$ cat src/hdl/glucas_pkg.sv
// Shared types, constants and the Lucas number table for the greedy Lucas decomposer.
`timescale 1ns / 1ps

package glucas_pkg;

  // Widths of the item fields
  localparam int TARGET_W = 32;
  localparam int INDEX_W  = 6;
  localparam int LIMIT_W  = 6;

  // Term limit bounds and reset value
  localparam logic [LIMIT_W-1:0] TERM_LIMIT_RST = 6'd10;
  localparam logic [LIMIT_W-1:0] TERM_CAP       = 6'd32;
  localparam logic [LIMIT_W-1:0] TERM_MIN       = 6'd1;

  // Highest table index searched, clamped to the last entry that fits 32 bits
  localparam int TABLE_MAX = 46;
  localparam int TOP_INDEX = 40;
  localparam int TOP_LIM   = (TOP_INDEX > TABLE_MAX) ? TABLE_MAX : TOP_INDEX;

  // Lucas numbers L_0 .. L_46
  localparam logic [TARGET_W-1:0] LUCAS_TAB [TABLE_MAX+1] = '{
    32'd2, 32'd1, 32'd3, 32'd4, 32'd7, 32'd11, 32'd18, 32'd29, 32'd47, 32'd76,
    32'd123, 32'd199, 32'd322, 32'd521, 32'd843, 32'd1364, 32'd2207, 32'd3571,
    32'd5778, 32'd9349, 32'd15127, 32'd24476, 32'd39603, 32'd64079, 32'd103682,
    32'd167761, 32'd271443, 32'd439204, 32'd710647, 32'd1149851, 32'd1860498,
    32'd3010349, 32'd4870847, 32'd7881196, 32'd12752043, 32'd20633239,
    32'd33385282, 32'd54018521, 32'd87403803, 32'd141422324, 32'd228826127,
    32'd370248451, 32'd599074578, 32'd969323029, 32'd1568397607,
    32'd2537720636, 32'd4106118243
  };

  // One queued decomposition job
  typedef struct packed {
    logic [TARGET_W-1:0] target;
    logic [LIMIT_W-1:0]  limit;
  } job_t;

endpackage

$ cat src/hdl/greedy_lucas_decomposer.sv
// Top level of the greedy Lucas decomposer: front end, job queue and term engine.
//
//   channel  direction  handshake              payload
//   in       input      in_valid / in_stall    in_target
//   out      output     out_valid / out_stall  out_term_index, out_term_value,
//                                              out_remaining_after, out_last_term
//   cfg      input      cfg_wr_en              cfg_wr_data (term limit)
//
// The term engine loads a job, then produces its terms in order from the single
// compare-and-subtract stage, stalling while out_stall holds a pending term.
// A zero target is accepted and dropped by the front end and produces no items.
// The front end keeps accepting into a two-entry queue while the engine works.
// Reset (rst_n low, synchronous) empties the queue, idles the engine, sets the term limit
// to 10. out_stall freezes the engine while a term is held; in_stall rises on a full queue.
`timescale 1ns / 1ps

module greedy_lucas_decomposer import glucas_pkg::*; (
  input  logic                clk,
  input  logic                rst_n,
  input  logic                cfg_wr_en,
  input  logic [LIMIT_W-1:0]  cfg_wr_data,
  input  logic                in_valid,
  output logic                in_stall,
  input  logic [TARGET_W-1:0] in_target,
  output logic                out_valid,
  input  logic                out_stall,
  output logic [INDEX_W-1:0]  out_term_index,
  output logic [TARGET_W-1:0] out_term_value,
  output logic [TARGET_W-1:0] out_remaining_after,
  output logic                out_last_term
);

  logic q_push;
  logic q_full;
  logic q_pop;
  logic q_empty;
  job_t push_job;
  job_t pop_job;

  glucas_front u_front (
    .clk        (clk),
    .rst_n      (rst_n),
    .cfg_wr_en  (cfg_wr_en),
    .cfg_wr_data(cfg_wr_data),
    .in_valid   (in_valid),
    .in_stall   (in_stall),
    .in_target  (in_target),
    .q_full     (q_full),
    .q_push     (q_push),
    .q_job      (push_job)
  );

  glucas_fifo u_fifo (
    .clk     (clk),
    .rst_n   (rst_n),
    .push    (q_push),
    .push_job(push_job),
    .full    (q_full),
    .pop     (q_pop),
    .pop_job (pop_job),
    .empty   (q_empty)
  );

  glucas_back u_back (
    .clk                (clk),
    .rst_n              (rst_n),
    .q_empty            (q_empty),
    .q_job              (pop_job),
    .q_pop              (q_pop),
    .out_valid          (out_valid),
    .out_stall          (out_stall),
    .out_term_index     (out_term_index),
    .out_term_value     (out_term_value),
    .out_remaining_after(out_remaining_after),
    .out_last_term      (out_last_term)
  );

endmodule

$ cat src/hdl/glucas_front.sv
// Front end: holds the term limit register, accepts targets and queues nonzero ones.
`timescale 1ns / 1ps

module glucas_front import glucas_pkg::*; (
  input  logic                clk,
  input  logic                rst_n,
  input  logic                cfg_wr_en,
  input  logic [LIMIT_W-1:0]  cfg_wr_data,
  input  logic                in_valid,
  output logic                in_stall,
  input  logic [TARGET_W-1:0] in_target,
  input  logic                q_full,
  output logic                q_push,
  output job_t                q_job
);

  logic [LIMIT_W-1:0] term_lim_r;
  logic [LIMIT_W-1:0] limit;

  // Hold the term limit register
  always_ff @(posedge clk) begin
    if (!rst_n) begin
      term_lim_r <= TERM_LIMIT_RST;
    end else if (cfg_wr_en) begin
      term_lim_r <= cfg_wr_data;
    end
  end

  // Clamp the limit into one .. cap
  always_comb begin
    limit = term_lim_r;
    if (term_lim_r == '0) begin
      limit = TERM_MIN;
    end else if (term_lim_r > TERM_CAP) begin
      limit = TERM_CAP;
    end
  end

  // Accept while the queue has room; drop zero targets, they yield no terms
  assign in_stall     = q_full;
  assign q_push       = in_valid && !q_full && (in_target != '0);
  assign q_job.target = in_target;
  assign q_job.limit  = limit;

endmodule

$ cat src/hdl/glucas_fifo.sv
// Two-entry job queue between the front end and the term engine.
`timescale 1ns / 1ps

module glucas_fifo import glucas_pkg::*; (
  input  logic clk,
  input  logic rst_n,
  input  logic push,
  input  job_t push_job,
  output logic full,
  input  logic pop,
  output job_t pop_job,
  output logic empty
);

  job_t       mem_r [2];
  logic       wr_ptr_r;
  logic       rd_ptr_r;
  logic [1:0] count_r;

  assign full    = count_r == 2'd2;
  assign empty   = count_r == 2'd0;
  assign pop_job = mem_r[rd_ptr_r];

  // Store pushed jobs
  always_ff @(posedge clk) begin
    if (push) begin
      mem_r[wr_ptr_r] <= push_job;
    end
  end

  // Advance pointers and occupancy
  always_ff @(posedge clk) begin
    if (!rst_n) begin
      wr_ptr_r <= 1'b0;
      rd_ptr_r <= 1'b0;
      count_r  <= 2'd0;
    end else begin
      if (push) begin
        wr_ptr_r <= ~wr_ptr_r;
      end
      if (pop) begin
        rd_ptr_r <= ~rd_ptr_r;
      end
      case ({push, pop})
        2'b10:   count_r <= count_r + 2'd1;
        2'b01:   count_r <= count_r - 2'd1;
        default: count_r <= count_r;
      endcase
    end
  end

endmodule

$ cat src/hdl/glucas_back.sv
// Term engine: picks one greedy Lucas term per cycle unless a held result is stalled, and drives the result register.
`timescale 1ns / 1ps

module glucas_back import glucas_pkg::*; (
  input  logic                clk,
  input  logic                rst_n,
  input  logic                q_empty,
  input  job_t                q_job,
  output logic                q_pop,
  output logic                out_valid,
  input  logic                out_stall,
  output logic [INDEX_W-1:0]  out_term_index,
  output logic [TARGET_W-1:0] out_term_value,
  output logic [TARGET_W-1:0] out_remaining_after,
  output logic                out_last_term
);

  typedef enum logic {ST_IDLE, ST_RUN} state_t;

  state_t              state_r;
  logic [TARGET_W-1:0] rem_r;
  logic [LIMIT_W-1:0]  limit_r;
  logic [LIMIT_W-1:0]  count_r;
  logic                out_valid_r;
  logic [INDEX_W-1:0]  idx_r;
  logic [TARGET_W-1:0] val_r;
  logic [TARGET_W-1:0] rem_out_r;
  logic                last_r;

  logic [INDEX_W-1:0]  pick_idx;
  logic [TARGET_W-1:0] pick_val;
  logic [TARGET_W-1:0] rem_nxt;
  logic [LIMIT_W-1:0]  count_nxt;
  logic                last_nxt;
  logic                step;

  // Largest value among L_0 .. L_TOP_LIM not above the remainder; L_0 = 2 sits between L_1 and L_2
  always_comb begin
    pick_idx = (rem_r >= TARGET_W'(2)) ? INDEX_W'(0) : INDEX_W'(1);
    for (int i = 2; i <= TOP_LIM; i++) begin
      if (LUCAS_TAB[i] <= rem_r) begin
        pick_idx = INDEX_W'(i);
      end
    end
    pick_val  = LUCAS_TAB[pick_idx];
    rem_nxt   = rem_r - pick_val;
    count_nxt = count_r + LIMIT_W'(1);
    last_nxt  = (rem_nxt == '0) || (count_nxt >= limit_r);
  end

  // Emit a term whenever the result register is free or being taken
  assign step  = (state_r == ST_RUN) && (!out_valid_r || !out_stall);
  assign q_pop = (state_r == ST_IDLE) && !q_empty;

  // Sequence jobs, walk the remainder down one term at a time, hold the result register
  always_ff @(posedge clk) begin
    if (!rst_n) begin
      state_r     <= ST_IDLE;
      out_valid_r <= 1'b0;
      rem_r       <= '0;
      limit_r     <= '0;
      count_r     <= '0;
      idx_r       <= '0;
      val_r       <= '0;
      rem_out_r   <= '0;
      last_r      <= 1'b0;
    end else begin
      if (out_valid_r && !out_stall) begin
        out_valid_r <= 1'b0;
      end
      unique case (state_r)
        ST_IDLE: begin
          if (q_pop) begin
            state_r <= ST_RUN;
            rem_r   <= q_job.target;
            limit_r <= q_job.limit;
            count_r <= '0;
          end
        end
        ST_RUN: begin
          if (step) begin
            out_valid_r <= 1'b1;
            rem_r       <= rem_nxt;
            count_r     <= count_nxt;
            idx_r       <= pick_idx;
            val_r       <= pick_val;
            rem_out_r   <= rem_nxt;
            last_r      <= last_nxt;
            if (last_nxt) begin
              state_r <= ST_IDLE;
            end
          end
        end
        default: state_r <= ST_IDLE;
      endcase
    end
  end

  assign out_valid           = out_valid_r;
  assign out_term_index      = idx_r;
  assign out_term_value      = val_r;
  assign out_remaining_after = rem_out_r;
  assign out_last_term       = last_r;

endmodule
$ cat config.mk
export PLATFORM = sky130hd
export DESIGN_NAME = greedy_lucas_decomposer
export DESIGN_NICKNAME = d
export VERILOG_FILES = /design/src/hdl/glucas_pkg.sv /design/src/hdl/greedy_lucas_decomposer.sv /design/src/hdl/glucas_front.sv /design/src/hdl/glucas_fifo.sv /design/src/hdl/glucas_back.sv
export SDC_FILE = /design/constraint.sdc
export NUM_CORES = 1
export LEC_CHECK = 0
export ABC_AREA = 1
export BUFFER_PORTS_ARGS = -buffer_cell sky130_fd_sc_hd__clkbuf_2
export CAP_MARGIN = 10
export CORE_MARGIN = 2
export CORE_UTILIZATION = 35
export DETAILED_ROUTE_END_ITERATION = 8
export SKIP_LAST_GASP = 1
export SYNTH_ARGS = -nofsm -noshare
export SYNTH_HDL_FRONTEND = slang
export SYNTH_SLANG_ARGS = --single-unit
$ cat constraint.sdc
create_clock -name clk -period 7.95 [get_ports clk]
set_clock_uncertainty 0.05 [all_clocks]
set_input_delay 0.795 -clock clk [delete_from_list [all_inputs] [get_ports clk]]
set_output_delay 0.795 -clock clk [all_outputs]
set_load 0.02 [all_outputs]
==> results of run 1 <==
worst max-delay path, delay by kind of cell (launching register included):
family	cells	cell delay, ns
adders and majority gates	2	0.50
xor gates and xnor gates	1	0.25
and+or+nand+nor	45	3.01
AOI/OAI and AO/OA	18	2.57
buffers and inverters	6	0.85
DFF	1	0.41
metal layers:
layer	global-route usage, %	vias up	part of all wire, %	wire, um
li1	-	7308	-	-
met1	41.5	7223	45	26700
met2	48.6	523	45	26800
met3	3.38	117	5.7	3390
met4	11.3	0	4.2	2480
met5	0	-	0	0
worst max path at each step:
| stage | end | cells past startpoint | from |
|---|---|---|---|
| final | u_back.state_r | 72 | u_back.rem_r[1] |
| after CTS | u_back.state_r | 76 | u_back.rem_r[25] |
| after detailed placement | u_back.state_r | 73 | u_back.rem_r[7] |
| after global placement | u_back.state_r | 74 | u_back.rem_r[7] |
| after floorplan | u_back.state_r | 74 | u_back.rem_r[22] |
| after global routing | u_back.state_r | 74 | u_back.rem_r[5] |
state kept, by name, indices dropped and copies added, names as in the netlist, 2 cells and up, named ones only:
register,cells
u_fifo.mem_r,76
u_back.out_remaining_after,32
u_back.out_term_value,32
u_back.rem_r,32
u_back.count_r,6
u_back.limit_r,6
u_back.out_term_index,6
u_front.term_lim_r,6
u_fifo.count_r,2
final cells by class:
type,instances,area share [%]
Tap cell,468,3.12
Sequential cell,204,25.9
Multi-Input combinational cell,1312,39.9
Timing Repair Buffer,590,22.5
Clock buffer,28,3.22
Inverter,231,4.69
Clock inverter,13,0.653
cells in the final DEF (no fill, tap or decap), types with 9 or more instances in the layout:
cell type / synthesis / final
o21ai_0: 129 / 119
nand2_2: 10 / 16
inv_2: 22 / 22
dfxtp_1: 128 / 110
nor2_4: 7 / 20
nor2_1: 216 / 186
a21oi_2: 3 / 12
nor4_1: 42 / 40
inv_1: 206 / 202
o31ai_1: 9 / 9
nor3_1: 27 / 25
a211oi_1: 12 / 12
edfxtp_1: 76 / 76
clkbuf_16: 0 / 23
nor2_2: 10 / 27
clkbuf_2: 0 / 115
ha_1: 47 / 40
nand2_1: 350 / 341
a21oi_1: 162 / 152
dfxtp_2: 0 / 17
nand3_1: 69 / 66
a31oi_1: 18 / 17
buf_4: 1 / 462
xnor2_1: 13 / 12
a221o_1: 13 / 13
nand4_1: 27 / 27
xor2_1: 21 / 20
o211ai_1: 47 / 47
synthesized netlist by cell type (all sizes together), types with 5 or more instances:
library cell    n
edfxtp         76
o21a            5
buf            22
inv           229
o211ai         47
xor2           21
a211oi         13
a311oi          5
nand3          71
nand2         365
dfxtp         128
a21oi         165
nor2          236
ha             47
o21ai         135
nor3           29
clkbuf         54
nor4           42
a21boi         10
o31ai           9
a31oi          18
a221o          13
xnor2          13
nand4          28
stage by stage:
stage / worst slack (ns) / TNS [ns] / instance area [um2]
2_1_floorplan: 0.768 / 0 / 13100
3_3_place_gp: -0.335 / -0.736 / 17400
3_5_place_dp: -0.264 / -0.474 / 17400
4_1_cts: 0.0184 / 0 / 18200
5_1_grt: -0.642 / -4.36 / 18800
6_report: 0.124 / 0 / 18800
logic make-up after synthesis:
kind of cell / after synthesis / synth area share, %
XOR/XNOR: 34 / 2.27
buffers and inverters: 307 / 9.06
other: 1 / 0.0286
flip-flops: 204 / 37.0
AO/OA/AOI/OAI: 449 / 20.6
adder cells (fa/ha/maj): 48 / 4.64
AND/OR/NAND/NOR: 778 / 26.5
timing repair:
action,CTS,global route
buffers inserted,3,23
resized for setup,12,132
gates cloned,0,0
pin swaps,3,53
endpoints found under the setup margin,4,34
==> flow_summary.json, run 1 <==
{
  "seqCellArea_um2": 4870,
  "port_buffers": 115,
  "root_buffer": "clkbuf_16",
  "syn_inst": 1821,
  "critPathMaxStageDelay_ns": 0.41,
  "yosys-top-cells-area": "dfxtp_1, edfxtp_1, nand2_1",
  "worstReg2RegEnd": "u_back.state_r",
  "grt_usage_pct": 30.2,
  "vias_per_cell": 5.33,
  "synth_top_area_share_pct": 19.6,
  "fin_util_pct": 51.2,
  "synth_seq_cells": 204,
  "relSlewSlack_pct": 21.8,
  "htreeDepth": 1,
  "multi_input_area_um2": 7490,
  "maxSlewViolCount": 0,
  "overflow": 0,
  "rows": 70,
  "antenna_found_initial": 1,
  "start_kind": "register",
  "fin_crit_sh_pct": 98.4,
  "drt-initial-drc-count": 1362,
  "hold_end": "u_back.out_term_value[30]",
  "syn_to_final_growth_pct": 43.4,
  "dieArea_um2": 39000,
  "avgSynthCellArea_um2": 7.19,
  "cts.path.max_buffers": 3,
  "whs_path_depth": 2,
  "r2r_slack_ns": 0.12,
  "wirelength_um": 59300,
  "r2r-start": "u_back.rem_r[1]",
  "clk_latency_ns": 0.53,
  "critical_path_arrival_ns": 8.12,
  "antenna_left": 0,
  "path_clk_slew_ns": 0.06,
  "synth_edf_count": 76,
  "die_y_um": 197,
  "dr.pass1.iters": 6,
  "critPathKind": "reg -> reg",
  "finalCriticalPeriod_ns": 7.83,
  "routabilityCongestion": 0.975,
  "whs_ns": 0.382,
  "synth.cell_area_um2": 13100,
  "synth_cell_types": 69,
  "drive_above_1_share_pct": 33.6,
  "min_path_type": "reg -> reg",
  "grt_pass1_vias": 14600,
  "cts.sinks": 204,
  "grt_max_degree": 95,
  "fillers": 3700,
  "synth_largest_area_cell": "dfxtp_1",
  "required_ns": 8.24,
  "cpMaxStageDelayCell": "dfxtp_1",
  "status": "finished, final reports clean",
  "synthArstFlopShare_pct": 0,
  "drc_errors": 0,
  "num_vias": 15200,
  "core_um2": 36700,
  "synthFlopType": "dfxtp_1",
  "endpoint_kind": "register",
  "max_freq_mhz": 128,
  "cts_tree": "done",
  "hpwlAfterDp_um": 47800,
  "final_nets": 2453,
  "synth_warnings": 0,
  "crit_fanout": 9,
  "diodes": 0,
  "max-cap-violations": 0,
  "placed_cells": 2779,
  "rsz0062_at_grt": "true",
  "crit_top_cell": "nand2_1",
  "wl_per_cell_um": 20.8,
  "worst_pin_slew_ns": 1.17,
  "cts_buffers": 23,
  "hold_start": "u_back.out_term_value[30]",
  "fin_cells": 2846,
  "reg2reg_depth": 72,
  "finalSetupViolations": 0,
  "seq_area_frac_synth_pct": 37.0,
  "initial_utilization_pct": 35.7,
  "die_x_um": 197,
  "grt_pass1_wl_um": 88700,
  "io_pins": 116,
  "hold_viol_final": 0,
  "hold_buffers": 0
}
Power of run 1 is left out: the tool's default activity adds up to more than one toggle a clock period on the data nets, which glitch-free logic cannot reach.
==> inputs of run 2 (changes only) <==
- ABC_AREA: 1 -> default
==> run 2 against run 1 <==
Cell count down 6.9%. Maximum frequency is 2.2% higher. Flip-flop and latch count is the same. Register-to-register slack better by 0.17 ns. Synthesized cell count decreased by 8.3%. Global-route usage decreased by 0.84 points.
==> flow_summary.json, run 2 <==
{
  "status": "finished, final reports clean",
  "antenna_left": 0,
  "synth_cell_types": 94,
  "synth_compound_area_share_pct": 26.0,
  "min_path_type": "reg -> reg",
  "start_kind": "register",
  "root_buffer": "clkbuf_16",
  "path_clk_slew_ns": 0.06,
  "syn_to_final_growth_pct": 37.2,
  "seq_area_frac_synth_pct": 35.5,
  "whs_path_depth": 2,
  "placed_cells": 2599,
  "synth_most_common_cell": "nor2_1",
  "port_buffers": 115,
  "cts_tree": "done",
  "overflow": 0,
  "grt_pass1_vias": 14800,
  "whs_ns": 0.404,
  "drt-initial-drc-count": 1496,
  "num_vias": 15400,
  "worstReg2RegEnd": "u_back.state_r",
  "r2r-start": "u_back.rem_r[19]",
  "dr_wl_met2_um": 28200,
  "drc_errors": 0,
  "synth_top_family_by_area": "compound AO/OA/AOI/OAI gates",
  "fin_cells": 2649,
  "grt_max_degree": 88,
  "io_pins": 116,
  "maxSlewViolCount": 0,
  "initial_utilization_pct": 35.3,
  "synth_warnings": 0,
  "avgSynthCellArea_um2": 8.16,
  "worst_pin_slew_ns": 1.10,
  "synth_fa_ha_area_share_pct": 4.46,
  "synthTopCellsByCount": "nor2_1, a21oi_1, nand2_1",
  "critPathKind": "reg -> reg",
  "fin_crit_sh_pct": 96.3,
  "drive_above_1_share_pct": 31.9,
  "yosys-top-cells-area": "dfxtp_1, edfxtp_1, a21oi_1",
  "hold_viol_final": 0,
  "relSlewSlack_pct": 26.5,
  "synthFlopType": "dfxtp_1",
  "crit_start": "u_back.rem_r[19]",
  "synth_top_area_share_pct": 18.8,
  "syn_inst": 1670,
  "cts.sinks": 204,
  "place_area_um2": 17700,
  "wl_per_cell_um": 23.0,
  "endpoint_kind": "register",
  "cts_buffers": 23,
  "largest_reg_flops": 76,
  "final_cell_mix": "buf_4, nor2_1, a21oi_1",
  "synth_edf_count": 76,
  "cts.path.max_buffers": 3,
  "regMostFlops": "u_fifo.mem_r",
  "max-cap-violations": 0,
  "hpwlAfterDp_um": 48200,
  "critical_path_arrival_ns": 8.02,
  "die_y_um": 201,
  "max_freq_mhz": 131,
  "synth_seq_cells": 204,
  "synth_largest_area_cell": "dfxtp_1",
  "finalCriticalPeriod_ns": 7.65,
  "required_ns": 8.31,
  "crit_fanout": 6,
  "core_um2": 38600,
  "final_area_um2": 18700,
  "fin_util_pct": 48.5,
  "critPathMaxStageDelay_ns": 0.54,
  "die_x_um": 201,
  "r2r_slack_ns": 0.30,
  "dr.pass1.iters": 7,
  "hold_start": "u_back.out_remaining_after[9]",
  "wl_met3_um": 4280,
  "htreeDepth": 1,
  "wirelength_um": 61000,
  "wirelength_met1_um": 25800,
  "muxShareOfSynthArea_pct": 2.57,
  "dieArea_um2": 40500,
  "vias_per_cell": 5.82,
  "grt_usage_pct": 29.3,
  "endpoint": "u_back.state_r",
  "antenna_found_initial": 1,
  "final_nets": 2204,
  "layout_commonest_cell": "buf_4",
  "cpMaxStageDelayCell": "or4_4",
  "rows": 72,
  "reg2reg_depth": 30,
  "synth.cell_area_um2": 13600,
  "crit_top_cell": "buf_4",
  "grt_pass1_wl_um": 92200,
  "synth-xor-area-share_pct": 2.18,
  "top_layer_used": "met4",
  "synthArstFlopShare_pct": 0,
  "clk_latency_ns": 0.54,
  "synthSimpleGateAreaFrac_pct": 24.6,
  "routabilityCongestion": 1.03,
  "finalSetupViolations": 0
}
-- run 2: cell types whose count changed in the layout (fill, tap and decap cells not counted), sizes merged, moves of 14 or more --
cell and change:
buf -38, inv -201, or2 +14, o211ai -30, nor2b +36, a211oi +57
and3 +21, nand3 -25, nand2 -234, o21ai -47, mux2i +35, nor2 -34
a21o +26
-- run 2: timing repair --
item,CTS,global route
pin swaps,0,18
buffers inserted,0,7
resized for setup,4,58
gates cloned,0,0
hold endpoints to repair,0,0
hold buffers,0,0
endpoints found under the setup margin,2,3
-- run 2: final cells by class --
cell class / instances / area, um2
well taps: 518 / 648
diodes: 1 / 2.50
multi-input cells: 1302 / 8430
clock buffers: 34 / 637
inverters: 30 / 114
repair buffers: 552 / 3910
clock inverters: 8 / 109
fillers: 3828 / 19900
flip-flops and latches: 204 / 4850
-- run 2: worst min path at each step --
stage	end	slack, ns
CTS	u_fifo.mem_r[0][15]	0.40
finish	u_back.out_remaining_after[9]	0.40
floorplan	u_front.term_lim_r[1]	0.41
detailed placement	u_back.out_remaining_after[9]	0.40
global placement	u_back.out_remaining_after[9]	0.39
global route	u_fifo.mem_r[0][16]	0.41
-- run 2: metrics by stage --
step                      setup TNS [ns]  setup WS [ns]
final                                  0          0.296
after global routing             -0.0290        -0.0151
after detailed placement          -0.162         -0.112
after global placement            -0.171         -0.138
after CTS                              0         0.0209
after floorplan                        0          0.199
-- run 2: critical path: cells and delay by family (launching register included) --
| family | cells | cell delay, ns |
|---|---|---|
| simple gates | 11 | 3.06 |
| flops | 1 | 0.36 |
| buf+inv | 5 | 0.79 |
| fa+ha+maj | 2 | 0.58 |
| compound gates | 12 | 2.69 |
-- run 2: kinds of logic (layout without fill, tap and decap cells) --
| logic type | after synthesis | in the layout |
|---|---|---|
| flip-flops | 204 | 204 |
| multiplexers | 35 | 35 |
| other | 1 | 4 |
| adder cells (fa/ha/maj) | 48 | 48 |
| XOR/XNOR | 33 | 33 |
| buffers and inverters | 166 | 624 |
| AO/OA/AOI/OAI | 530 | 530 |
| AND/OR/NAND/NOR | 653 | 653 |
-- run 2: per-layer routing --
metal | GRT usage (%) | vias up
met5 | 0 | -
met1 | 38.4 | 7382
li1 | - | 7152
met3 | 4.44 | 152
met4 | 10.7 | 0
met2 | 48.9 | 741
Power of run 2 is left out for the same reason.
